File: src/rtl/cubic_bezier_path_flattener_core_defines.svh
// Assertion macros used by the flattener core RTL
`ifndef CUBIC_BEZIER_PATH_FLATTENER_CORE_DEFINES_SVH
`define CUBIC_BEZIER_PATH_FLATTENER_CORE_DEFINES_SVH

// Same-cycle implication, disabled in reset
`define CBPF_ASSERT_NOW(lbl, clk, rstn, ante, cons) \
    lbl: assert property (@(posedge clk) disable iff (!(rstn)) (ante) |-> (cons)) \
        else $error("cbpf assertion failed");

// Next-cycle implication, disabled in reset
`define CBPF_ASSERT_NEXT(lbl, clk, rstn, ante, cons) \
    lbl: assert property (@(posedge clk) disable iff (!(rstn)) (ante) |=> (cons)) \
        else $error("cbpf assertion failed");

`endif

File: src/rtl/cbpf_pkg.sv
package cbpf_pkg;

    localparam int COORD_W = 24;
    localparam int SEG_MAX = 64;
    localparam int SEG_W   = $clog2(SEG_MAX + 1);
    localparam int CUBE_W  = $clog2(SEG_MAX * SEG_MAX * SEG_MAX + 1);
    localparam int SQ3_W   = $clog2(3 * SEG_MAX * SEG_MAX + 1);
    localparam int QUOT_W  = COORD_W;
    localparam int DIV_W   = CUBE_W + QUOT_W;
    localparam int ACC_W   = DIV_W + 1;
    localparam int CNT_W   = $clog2(QUOT_W);

    localparam logic [1:0] OP_MOVE  = 2'd0;
    localparam logic [1:0] OP_LINE  = 2'd1;
    localparam logic [1:0] OP_CUBIC = 2'd2;
    localparam logic [1:0] OP_END   = 2'd3;

    typedef struct packed {
        logic [1:0]                opcode;
        logic signed [COORD_W-1:0] c1_x;
        logic signed [COORD_W-1:0] c1_y;
        logic signed [COORD_W-1:0] c2_x;
        logic signed [COORD_W-1:0] c2_y;
        logic signed [COORD_W-1:0] end_x;
        logic signed [COORD_W-1:0] end_y;
    } t_in;

    typedef struct packed {
        logic signed [COORD_W-1:0] out_x;
        logic signed [COORD_W-1:0] out_y;
        logic                      last_of_run;
        logic                      is_closing;
    } t_out;

    typedef struct packed {
        logic mul_en;
        logic acc_load;
        logic acc_add;
    } t_mac_ctl;

    typedef struct packed {
        logic start;
        logic step;
    } t_div_ctl;

    typedef logic [SEG_MAX:0][CUBE_W-1:0] t_cube_tbl;
    typedef logic [SEG_MAX:0][SQ3_W-1:0]  t_sq3_tbl;

    function automatic t_cube_tbl f_cube_tbl();
        t_cube_tbl t;
        for (int i = 0; i <= SEG_MAX; i++) begin
            t[i] = CUBE_W'(i * i * i);
        end
        return t;
    endfunction

    function automatic t_sq3_tbl f_sq3_tbl();
        t_sq3_tbl t;
        for (int i = 0; i <= SEG_MAX; i++) begin
            t[i] = SQ3_W'(3 * i * i);
        end
        return t;
    endfunction

    localparam t_cube_tbl CUBE_TBL = f_cube_tbl();
    localparam t_sq3_tbl  SQ3_TBL  = f_sq3_tbl();

endpackage

File: src/rtl/cbpf_mac.sv
module cbpf_mac (
    input  logic                                   i_clk,
    input  cbpf_pkg::t_mac_ctl                     i_ctl,
    input  logic [cbpf_pkg::CUBE_W-1:0]            i_coef,
    input  logic signed [cbpf_pkg::COORD_W-1:0]    i_opnd,
    output logic signed [cbpf_pkg::ACC_W-1:0]      o_prod,
    output logic signed [cbpf_pkg::ACC_W-1:0]      o_acc
);
    import cbpf_pkg::*;

    logic signed [ACC_W-1:0] prod_c;
    logic signed [ACC_W-1:0] r_prod;
    logic signed [ACC_W-1:0] r_acc;

    assign prod_c = ACC_W'($signed({1'b0, i_coef}) * i_opnd);

    always_ff @(posedge i_clk) begin
        if (i_ctl.mul_en) begin
            r_prod <= prod_c;
        end
        if (i_ctl.acc_load) begin
            r_acc <= r_prod;
        end else if (i_ctl.acc_add) begin
            r_acc <= r_acc + r_prod;
        end
    end

    assign o_prod = r_prod;
    assign o_acc  = r_acc;

endmodule

File: src/rtl/cbpf_div.sv
module cbpf_div (
    input  logic                          i_clk,
    input  logic                          i_rst_n,
    input  cbpf_pkg::t_div_ctl            i_ctl,
    input  logic [cbpf_pkg::DIV_W-1:0]    i_num,
    input  logic [cbpf_pkg::CUBE_W-1:0]   i_den,
    output logic [cbpf_pkg::QUOT_W-1:0]   o_quot,
    output logic                          o_last
);
    import cbpf_pkg::*;

    logic [DIV_W-1:0]  r_rem;
    logic [DIV_W-1:0]  r_dsh;
    logic [QUOT_W-1:0] r_quo;
    logic [CNT_W-1:0]  r_cnt;
    logic              ge;

    assign ge = (r_rem >= r_dsh);

    always_ff @(posedge i_clk) begin
        if (!i_rst_n) begin
            r_cnt <= '0;
        end else if (i_ctl.start) begin
            r_cnt <= CNT_W'(QUOT_W - 1);
        end else if (i_ctl.step) begin
            r_cnt <= r_cnt - 1'b1;
        end
    end

    always_ff @(posedge i_clk) begin
        if (i_ctl.start) begin
            r_rem <= i_num;
            r_dsh <= DIV_W'({i_den, {(QUOT_W-1){1'b0}}});
            r_quo <= '0;
        end else if (i_ctl.step) begin
            r_rem <= ge ? (r_rem - r_dsh) : r_rem;
            r_dsh <= r_dsh >> 1;
            r_quo <= {r_quo[QUOT_W-2:0], ge};
        end
    end

    assign o_quot = {r_quo[QUOT_W-2:0], ge};
    assign o_last = (r_cnt == '0);

endmodule

File: src/rtl/cubic_bezier_path_flattener_core.sv
// Move, line and path-opening elements: result valid in the cycle after transfer.
// End element: one result when the path closes, none otherwise.
// Cubic element: per point, coefficient steps, then for x and y in turn multiply-accumulate,
// divider load and divide steps; the next point starts only once the previous one has transferred.
// Next input is taken once the last result of the item has transferred.
// Synchronous active-low reset clears the path state and sets segment_count to 1.
`include "cubic_bezier_path_flattener_core_defines.svh"

module cubic_bezier_path_flattener_core (
    input  logic                          i_clk,
    input  logic                          i_rst_n,
    input  logic                          i_cfg_we,
    input  logic [cbpf_pkg::SEG_W-1:0]    i_cfg_wdata,
    input  logic                          i_in_valid,
    output logic                          o_in_ready,
    input  cbpf_pkg::t_in                 i_in_data,
    output logic                          o_out_valid,
    input  logic                          i_out_ready,
    output cbpf_pkg::t_out                o_out_data
);
    import cbpf_pkg::*;

    typedef enum logic [5:0] {
        ST_IDLE  = 6'b000001,
        ST_COEF  = 6'b000010,
        ST_MAC   = 6'b000100,
        ST_DIVLD = 6'b001000,
        ST_DIV   = 6'b010000,
        ST_OUT   = 6'b100000
    } t_state;

    t_state                    r_state, n_state;
    logic [2:0]                r_step, n_step;
    logic                      r_axis, n_axis;
    logic [SEG_W-1:0]          r_j, n_j;
    logic [SEG_W-1:0]          r_seg_n;
    logic                      r_path_open, n_path_open;
    logic                      r_closed, n_closed;
    logic                      r_out_valid, n_out_valid;
    logic signed [COORD_W-1:0] r_start_x, r_start_y;
    logic signed [COORD_W-1:0] r_prev_x, r_prev_y;

    t_in                       r_item;
    logic signed [COORD_W-1:0] r_p0_x, r_p0_y;
    logic [CUBE_W-1:0]         r_coef_b, r_coef_c;
    logic [QUOT_W-1:0]         r_qx;
    t_out                      r_out;

    logic                      in_xfer, out_xfer;
    logic [SEG_W-1:0]          k;
    logic [CUBE_W-1:0]         coef;
    logic signed [COORD_W-1:0] opnd;
    t_mac_ctl                  mac_ctl;
    t_div_ctl                  div_ctl;
    logic signed [ACC_W-1:0]   prod;
    logic signed [ACC_W-1:0]   acc;
    logic [CUBE_W-1:0]         den;
    logic [ACC_W-1:0]          bias;
    logic [ACC_W-1:0]          num_full;
    logic [QUOT_W-1:0]         quot;
    logic                      div_last;
    logic                      div_done;
    logic signed [COORD_W-1:0] pt_x, pt_y;
    logic                      start_eq_prev;
    t_out                      in_out;

    assign in_xfer  = i_in_valid & o_in_ready;
    assign out_xfer = r_out_valid & i_out_ready;
    assign k        = r_seg_n - r_j;
    assign div_done = (r_state == ST_DIV) & div_last;
    assign start_eq_prev = (r_start_x == r_prev_x) && (r_start_y == r_prev_y);

    always_comb begin
        coef = CUBE_TBL[r_j];
        opnd = r_axis ? r_item.end_y : r_item.end_x;
        if (r_state == ST_COEF) begin
            if (r_step == 3'd0) begin
                coef = CUBE_W'(SQ3_TBL[k]);
                opnd = $signed(COORD_W'(r_j));
            end else begin
                coef = CUBE_W'(SQ3_TBL[r_j]);
                opnd = $signed(COORD_W'(k));
            end
        end else begin
            case (r_step)
                3'd0: begin
                    coef = CUBE_TBL[k];
                    opnd = r_axis ? r_p0_y : r_p0_x;
                end
                3'd1: begin
                    coef = r_coef_b;
                    opnd = r_axis ? r_item.c1_y : r_item.c1_x;
                end
                3'd2: begin
                    coef = r_coef_c;
                    opnd = r_axis ? r_item.c2_y : r_item.c2_x;
                end
                default: begin
                    coef = CUBE_TBL[r_j];
                    opnd = r_axis ? r_item.end_y : r_item.end_x;
                end
            endcase
        end
    end

    assign mac_ctl.mul_en   = (r_state == ST_COEF) | ((r_state == ST_MAC) & (r_step < 3'd4));
    assign mac_ctl.acc_load = (r_state == ST_MAC) & (r_step == 3'd1);
    assign mac_ctl.acc_add  = (r_state == ST_MAC) & (r_step >= 3'd2);

    cbpf_mac u_mac (
        .i_clk  (i_clk),
        .i_ctl  (mac_ctl),
        .i_coef (coef),
        .i_opnd (opnd),
        .o_prod (prod),
        .o_acc  (acc)
    );

    // offset by den << (QUOT_W-1) keeps the dividend positive; round half up
    assign den      = CUBE_TBL[r_seg_n];
    assign bias     = ACC_W'({den, {(QUOT_W-1){1'b0}}}) + ACC_W'(den >> 1);
    assign num_full = ACC_W'(acc) + bias;

    assign div_ctl.start = (r_state == ST_DIVLD);
    assign div_ctl.step  = (r_state == ST_DIV);

    cbpf_div u_div (
        .i_clk   (i_clk),
        .i_rst_n (i_rst_n),
        .i_ctl   (div_ctl),
        .i_num   (num_full[DIV_W-1:0]),
        .i_den   (den),
        .o_quot  (quot),
        .o_last  (div_last)
    );

    assign pt_x = $signed({~r_qx[QUOT_W-1], r_qx[QUOT_W-2:0]});
    assign pt_y = $signed({~quot[QUOT_W-1], quot[QUOT_W-2:0]});

    always_comb begin
        if (i_in_data.opcode == OP_END) begin
            in_out = '{out_x: r_start_x, out_y: r_start_y,
                       last_of_run: 1'b1, is_closing: 1'b1};
        end else begin
            in_out = '{out_x: i_in_data.c1_x, out_y: i_in_data.c1_y,
                       last_of_run: 1'b1, is_closing: 1'b0};
        end
    end

    always_comb begin
        n_state     = r_state;
        n_step      = r_step;
        n_axis      = r_axis;
        n_j         = r_j;
        n_path_open = r_path_open;
        n_closed    = r_closed;
        n_out_valid = r_out_valid;
        case (r_state)
            ST_IDLE: begin
                if (in_xfer) begin
                    if (i_in_data.opcode == OP_END) begin
                        if (r_path_open) begin
                            n_path_open = 1'b0;
                            n_closed    = r_closed | start_eq_prev;
                            if (r_closed | start_eq_prev) begin
                                n_out_valid = 1'b1;
                                n_state     = ST_OUT;
                            end
                        end
                    end else if (!r_path_open || i_in_data.opcode != OP_CUBIC) begin
                        n_path_open = 1'b1;
                        n_out_valid = 1'b1;
                        n_state     = ST_OUT;
                    end else begin
                        n_j     = SEG_W'(1);
                        n_step  = 3'd0;
                        n_state = ST_COEF;
                    end
                end
            end
            ST_COEF: begin
                if (r_step == 3'd1) begin
                    n_step  = 3'd0;
                    n_axis  = 1'b0;
                    n_state = ST_MAC;
                end else begin
                    n_step = r_step + 3'd1;
                end
            end
            ST_MAC: begin
                if (r_step == 3'd4) begin
                    n_state = ST_DIVLD;
                end else begin
                    n_step = r_step + 3'd1;
                end
            end
            ST_DIVLD: begin
                n_state = ST_DIV;
            end
            ST_DIV: begin
                if (div_last) begin
                    if (!r_axis) begin
                        n_axis  = 1'b1;
                        n_step  = 3'd0;
                        n_state = ST_MAC;
                    end else begin
                        n_out_valid = 1'b1;
                        n_state     = ST_OUT;
                    end
                end
            end
            ST_OUT: begin
                if (out_xfer) begin
                    n_out_valid = 1'b0;
                    if (r_out.last_of_run) begin
                        n_state = ST_IDLE;
                    end else begin
                        n_j     = r_j + 1'b1;
                        n_step  = 3'd0;
                        n_state = ST_COEF;
                    end
                end
            end
            default: begin
                n_state = ST_IDLE;
            end
        endcase
    end

    always_ff @(posedge i_clk) begin
        if (!i_rst_n) begin
            r_state     <= ST_IDLE;
            r_step      <= '0;
            r_axis      <= 1'b0;
            r_j         <= SEG_W'(1);
            r_seg_n     <= SEG_W'(1);
            r_path_open <= 1'b0;
            r_closed    <= 1'b0;
            r_out_valid <= 1'b0;
            r_start_x   <= '0;
            r_start_y   <= '0;
            r_prev_x    <= '0;
            r_prev_y    <= '0;
        end else begin
            r_state     <= n_state;
            r_step      <= n_step;
            r_axis      <= n_axis;
            r_j         <= n_j;
            r_path_open <= n_path_open;
            r_closed    <= n_closed;
            r_out_valid <= n_out_valid;
            if (i_cfg_we) begin
                if (i_cfg_wdata == '0) begin
                    r_seg_n <= SEG_W'(1);
                end else if (i_cfg_wdata > SEG_W'(SEG_MAX)) begin
                    r_seg_n <= SEG_W'(SEG_MAX);
                end else begin
                    r_seg_n <= i_cfg_wdata;
                end
            end
            if (in_xfer && i_in_data.opcode != OP_END) begin
                if (!r_path_open) begin
                    r_start_x <= i_in_data.c1_x;
                    r_start_y <= i_in_data.c1_y;
                    r_prev_x  <= i_in_data.c1_x;
                    r_prev_y  <= i_in_data.c1_y;
                end else if (i_in_data.opcode != OP_CUBIC) begin
                    r_prev_x <= i_in_data.c1_x;
                    r_prev_y <= i_in_data.c1_y;
                end
            end
            if (div_done && r_axis) begin
                r_prev_x <= pt_x;
                r_prev_y <= pt_y;
            end
        end
    end

    always_ff @(posedge i_clk) begin
        if (in_xfer) begin
            r_item <= i_in_data;
            r_p0_x <= r_prev_x;
            r_p0_y <= r_prev_y;
            r_out  <= in_out;
        end
        if (r_state == ST_COEF && r_step == 3'd1) begin
            r_coef_b <= prod[CUBE_W-1:0];
        end
        if (r_state == ST_MAC && r_step == 3'd0 && !r_axis) begin
            r_coef_c <= prod[CUBE_W-1:0];
        end
        if (div_done && !r_axis) begin
            r_qx <= quot;
        end
        if (div_done && r_axis) begin
            r_out <= '{out_x: pt_x, out_y: pt_y,
                       last_of_run: (r_j == r_seg_n), is_closing: 1'b0};
        end
    end

    assign o_in_ready  = (r_state == ST_IDLE);
    assign o_out_valid = r_out_valid;
    assign o_out_data  = r_out;

    `CBPF_ASSERT_NOW(a_ready_excl_valid, i_clk, i_rst_n, o_in_ready, !o_out_valid)
    `CBPF_ASSERT_NOW(a_closing_is_last, i_clk, i_rst_n, o_out_valid && o_out_data.is_closing, o_out_data.last_of_run)
    `CBPF_ASSERT_NEXT(a_run_continues, i_clk, i_rst_n, o_out_valid && i_out_ready && !o_out_data.last_of_run, (r_state == ST_COEF) && !o_in_ready)
    `CBPF_ASSERT_NEXT(a_div_to_next, i_clk, i_rst_n, div_done && r_axis, o_out_valid && !o_in_ready)

endmodule
File: config.mk
export PLATFORM = sky130hd
export DESIGN_NAME = cubic_bezier_path_flattener_core
export DESIGN_NICKNAME = d
export VERILOG_FILES = /design/src/rtl/cbpf_pkg.sv /design/src/rtl/cbpf_mac.sv /design/src/rtl/cbpf_div.sv /design/src/rtl/cubic_bezier_path_flattener_core.sv
export VERILOG_INCLUDE_DIRS = /design/src /design/src/rtl
export SDC_FILE = /design/constraint.sdc
export NUM_CORES = 2
export LEC_CHECK = 0
export CORE_UTILIZATION = 60
export DETAILED_ROUTE_END_ITERATION = 16
export DONT_BUFFER_PORTS = 1
export PLACE_DENSITY = 0.76
export SYNTH_ARGS = -nofsm -noshare
export SYNTH_HDL_FRONTEND = slang
export SYNTH_HIERARCHICAL = 1
export SYNTH_SLANG_ARGS = --single-unit
File: constraint.sdc
create_clock -name i_clk -period 10.4 [get_ports i_clk]
set_input_delay 1.56 -clock i_clk [delete_from_list [all_inputs] [get_ports i_clk]]
set_output_delay 1.56 -clock i_clk [all_outputs]
set_load 0.01 [all_outputs]
---- Yosys cells after proc, flatten, opt, wreduce, memory -nomap -nowiden ----
Memory sizes are Yosys's and may differ from the RTL's. A register that Yosys moved wholly into a read port is not among the register bits.
Index checks and enable logic that the tools add are counted.
storage, ports and cells
  flip-flop bits (word level) ............. 628
  bits in read-only memories .............. 10,880
  bits of input ports ..................... 158
  output and inout port bits .............. 52
  logic and storage cells ................. 216
  memories ................................ 5
operators by class
  add/subtract/negate cells ............... 8
  multipliers ............................. 1
  $lt $le $gt $ge ......................... 7
  eq/ne operators ......................... 30
  muxes and demuxes ....................... 84
  bitwise operators ....................... 12
  reductions and logical operators ........ 34
memories
  memory           depth  bits a word  rd ports  clocked after memory_dff  write ports  RTL line                                 RTL
  (no name shown)  128    19           1         1                         0            cubic_bezier_path_flattener_core.sv:120  assign den = CUBE_TBL[r_seg_n];
  (no name shown)  128    19           1         1                         0            cubic_bezier_path_flattener_core.sv:99   coef = CUBE_TBL[r_j];
  (no name shown)  128    19           1         0                         0            cubic_bezier_path_flattener_core.sv:87   coef = CUBE_TBL[k];
  (no name shown)  128    14           1         1                         0            cubic_bezier_path_flattener_core.sv:81   coef = CUBE_W'(SQ3_TBL[r_j]);
  (no name shown)  128    14           1         0                         0            cubic_bezier_path_flattener_core.sv:78   coef = CUBE_W'(SQ3_TBL[k]);
operators with widths
  kind                                                                           count
  24-bit two-way mux                                                             13
  50-bit two-way mux                                                             3
  43-bit two-way mux                                                             3
  7-bit two-way mux                                                              14
  44-bit two-way mux                                                             2
  42-bit two-way mux                                                             2
  19-bit two-way mux                                                             4
  24-bit case mux with 3 select lines                                            1
  6-bit two-way mux                                                              10
  19-bit case mux with 3 select lines                                            1
  24-bit equality test                                                           2
  44-bit adder                                                                   1
  20-bit by 24-bit multiplier with 44-bit output                                 1
  42-bit by 18-bit adder with 43-bit output                                      1
  43-bit adder                                                                   1
  43-bit by 42-bit >= comparator with 1-bit output                               1
  43-bit by 42-bit subtractor with 43-bit output                                 1
  14-bit two-way mux                                                             3
  6-bit case mux with 6 select lines                                             1
  3-bit two-way mux                                                              9
  7-bit by 8-bit less-than comparator with 1-bit output (second input constant)  3
  2-bit != test (second input constant)                                          10
  2-bit nonzero test                                                             8
  3-bit case mux with 5 select lines                                             1
  47 further kinds                                                               80

---- Logic depth before layout (Yosys ltp) ----
  word-level depth ........................ 8
  gate-level depth with buffers ........... 41
  gate-level depth less buffers ........... 39

---- Modules after synthesis ----
Netlist, hierarchy kept.
modules (own cells, without submodules)
  module                            instances  cells each  area an instance (um2)  seq. area each (um2)
  cubic_bezier_path_flattener_core  1          2,677       25,902.3                12,582.1
  cbpf_mac                          1          2,328       22,246.3                2,642.5
  cbpf_div                          1          794         7,214.4                 2,882.8

---- Worst setup path after synthesis ----
OpenSTA, ideal clock, no wires.
  path type ............................... register to register
  from .................................... reg r_j[0]
  to ...................................... reg u_mac.r_prod[41] (netlist: u_mac/o_prod[41]) (data pin)
  setup time .............................. 0.258 ns
  data arrival time ....................... 9.390 ns
  data required time ...................... 10.142 ns
  setup slack ............................. 0.752 ns
  cell stages (with the launch flop) ...... 40
  path buffers ............................ 4
  clock period less this slack ............ 9.648 ns
  path through ............................ dfxtp_1 ha_1 inv_1 fa_1 xor2_1 clkbuf_1 buf_1 clkbuf_1 ha_1 nor3_1 a311oi_1 a31o_2 a21oi_1 o31ai_1 clkbuf_1 and2_1 fa_1 fa_1 [4 not listed] inv_1 fa_1 inv_1 fa_1 inv_1 fa_1 inv_1 ha_1 a21oi_1 nor2b_1 and3b_1 a22o_1 o31a_2 o22ai_2 a21oi_1 o31ai_1 a21oi_1 xnor2_1
on the way
  word-level cells in the longest chain between the ends .. 6
  elaborated cells between the ends (all ways) .. 11
  classes of those cells .................. 1 x add/sub; 1 x mul; 7 x mux; 2 x memory
RTL lines
  what                                                                                   RTL line                                                                        RTL
  from (decl)                                                                            cubic_bezier_path_flattener_core.sv:35                                          logic [SEG_W-1:0] r_j, n_j;
  from (signal assigned)                                                                 cubic_bezier_path_flattener_core.sv:248                                         r_j <= n_j;
  7-bit subtractor (*)                                                                   cubic_bezier_path_flattener_core.sv:69                                          assign k = r_seg_n - r_j;
  memory read 128 x 19 bit / memory read 128 x 14 bit (equally long branches)            --
  19-bit two-way mux (not written as such) / 14-bit two-way mux (equally long branches)  cubic_bezier_path_flattener_core.sv:87, cubic_bezier_path_flattener_core.sv:78
  19-bit case mux with 3 select lines / 14-bit two-way mux (equally long branches)       cubic_bezier_path_flattener_core.sv:85, cubic_bezier_path_flattener_core.sv:77
  19-bit two-way mux (*)                                                                 cubic_bezier_path_flattener_core.sv:76                                          if (r_state == ST_COEF) begin
  named net coef[4]                                                                      cubic_bezier_path_flattener_core.sv:51                                          logic [CUBE_W-1:0] coef;
  20-bit by 24-bit multiplier with 44-bit output (*)                                     cbpf_mac.sv:15                                                                  assign prod_c = ACC_W'($signed({1'b0, i_coef}) * i_opnd);
  named net u_mac.prod_c[41]                                                             cbpf_mac.sv:11                                                                  logic signed [ACC_W-1:0] prod_c;
  to (signal assigned)                                                                   cbpf_mac.sv:19                                                                  r_prod <= prod_c;
  to (decl)                                                                              cbpf_mac.sv:12                                                                  logic signed [ACC_W-1:0] r_prod;
Mark *: on every way through the listed nets, which the timed path passes. The rest lies on a longest branch. The select of a mux whose other input is x is not followed.
A chain may end at the register's enable or synchronous reset.

---- Worst setup path in the final report ----
  from .................................... reg r_j[0]
  to ...................................... reg u_mac.r_prod[40] (netlist: u_mac/o_prod[40]) (data pin)
Same word-level chain as after synthesis.

==> flow_summary.json <==
{
  "status": "completed",
  "crit_path_max_incr_delay_ns": 0.56,
  "num_vias": 45090,
  "grt_use_met3_pct": 7.75,
  "hp-start": "r_prev_y[4]",
  "io_buffers": 0,
  "ant_nets": 0,
  "cts_buffer_depth": 3,
  "seq_area_um2": 18000,
  "ios": 210,
  "antenna_found_initial": 12,
  "coreArea_um2": 90400,
  "die_h_um": 305,
  "tightest_slew_ns": 1.23,
  "firstDrtPassIters": 11,
  "setup_tns_ns": 0,
  "cts_buffers": 74,
  "fin_crit_ns": 10.12,
  "gp_congestion": 0.996,
  "postRouteWirelength_mm": 171,
  "grt_max_degree": 168,
  "hold_path.class": "flop to flop",
  "maxSlewHeadroom_pct": 18.0,
  "required_ns": 10.76,
  "crit_path_end_kind": "flop",
  "final_common_cell": "nand2_1",
  "hold_buffers": 0,
  "netlist_area_um2": 55000,
  "postCtsSetupBuffers": 0,
  "setup_violations": 0,
  "clk_pin_slew_ns": 0.07,
  "slowest_stage": "fa_1",
  "syn_to_final_growth_pct": 8.31,
  "worstSetupStartpoint": "r_j[0]",
  "crit_type": "flop to flop",
  "cts_tree": "done",
  "root_buffer": "clkbuf_16",
  "drive_above_1_share_pct": 7.50,
  "clk_latency_ns": 0.67,
  "skew_ns": 0.0609,
  "syn_area_per_cell_um2": 9.55,
  "post-route-util_pct": 65.9,
  "grt.busiest_layer": "met2",
  "crit_buf_inv": 9,
  "grt_overflow_total": 0,
  "syn-num-nets": 6679,
  "post-route-period-util_pct": 97.3,
  "timing.rr.start": "r_j[0]",
  "slew_violations": 0,
  "nFillCells": 7106,
  "multi_input_area_um2": 33300,
  "crit_path_start_kind": "flop",
  "final_cell_mix": "673 x nand2_1, 659 x inv_1, 471 x fa_1, 451 x edfxtp_1, 357 x a21oi_1",
  "arrival_ns": 10.47,
  "crit_path_frequent_cell": "fa_1",
  "drv_cap": 0,
  "dp_hpwl_mm": 126,
  "grtUsageMet1_pct": 50.0,
  "cts.sinks": 676,
  "grt_pass1_wl_mm": 261,
  "chipWidth_um": 305,
  "fmax_mhz": 98.8,
  "htreeDepth": 3,
  "timing.final.hold_violations": 0,
  "rows": 110,
  "syn_inst": 5763,
  "whs_ns": 0.473,
  "grtUsageMet2_pct": 55.2,
  "worst-path-max-fanout": 10,
  "reg2reg_slack_ns": 0.28,
  "drt-vias-per-instance": 6.50,
  "track_usage_pct": 36.5,
  "wl_per_cell_um": 24.7,
  "drcViolationCount": 0,
  "nets": 6603,
  "die_area_um2": 93000,
  "drtIter0Drc": 6437,
  "start_util_pct": 60.9,
  "cp_top_family": "adder cells",
  "yosysWarnings": 6,
  "grt_pass1_vias": 43736
}
[worst paths after layout]
check             cells past startpoint          endpoint
hold reg to reg                       0         r_p0_y[4]
setup / recovery                     37  u_mac/o_prod[40]
hold / removal                        0         r_p0_y[4]
setup reg to reg                     37  u_mac/o_prod[40]
[metrics by stage]
stage,std cells,instance area [um^2],setup WS [ns]
floorplan,5763,55000,0.752
global placement,6787,56800,0.539
detailed placement,6787,56800,0.411
CTS,6925,59500,0.187
global route,6933,59600,-0.0396
finish,6933,59600,0.283
[registers in the layout (all words and copies together), names as in the netlist, 42 cells and up, named ones only]
register,flops
r_item,144
u_div/r_dsh,42
u_div/r_rem,43
u_mac/o_prod,43
o_out_data,50
u_mac/o_acc,43
[cell type report]
type                       instances  share of cell area, %
antenna                            8                 0.0336
clock buffer                      95                   3.50
clock inverter                    43                   1.02
inverter                         672                   4.25
multi-input combinational       4077                   55.9
sequential                       676                   30.3
tap                             1176                   2.47
timing repair buffer             186                   2.59
[layer usage]
| layer | up-vias | part of all wire [%] |
|---|---|---|
| met5 | - | 0 |
| li1 | 19860 | - |
| met4 | 0 | 5.3 |
| met3 | 475 | 12 |
| met2 | 2766 | 44 |
| met1 | 21989 | 39 |
[what timing repair did]
item	CTS	global route
gates resized for setup	0	15
endpoints found under the hold margin	0	0
endpoints found under the setup margin	0	9
Power is not shown: default switching activity piles up to over one toggle a cycle in this logic, so the estimate is an artifact.
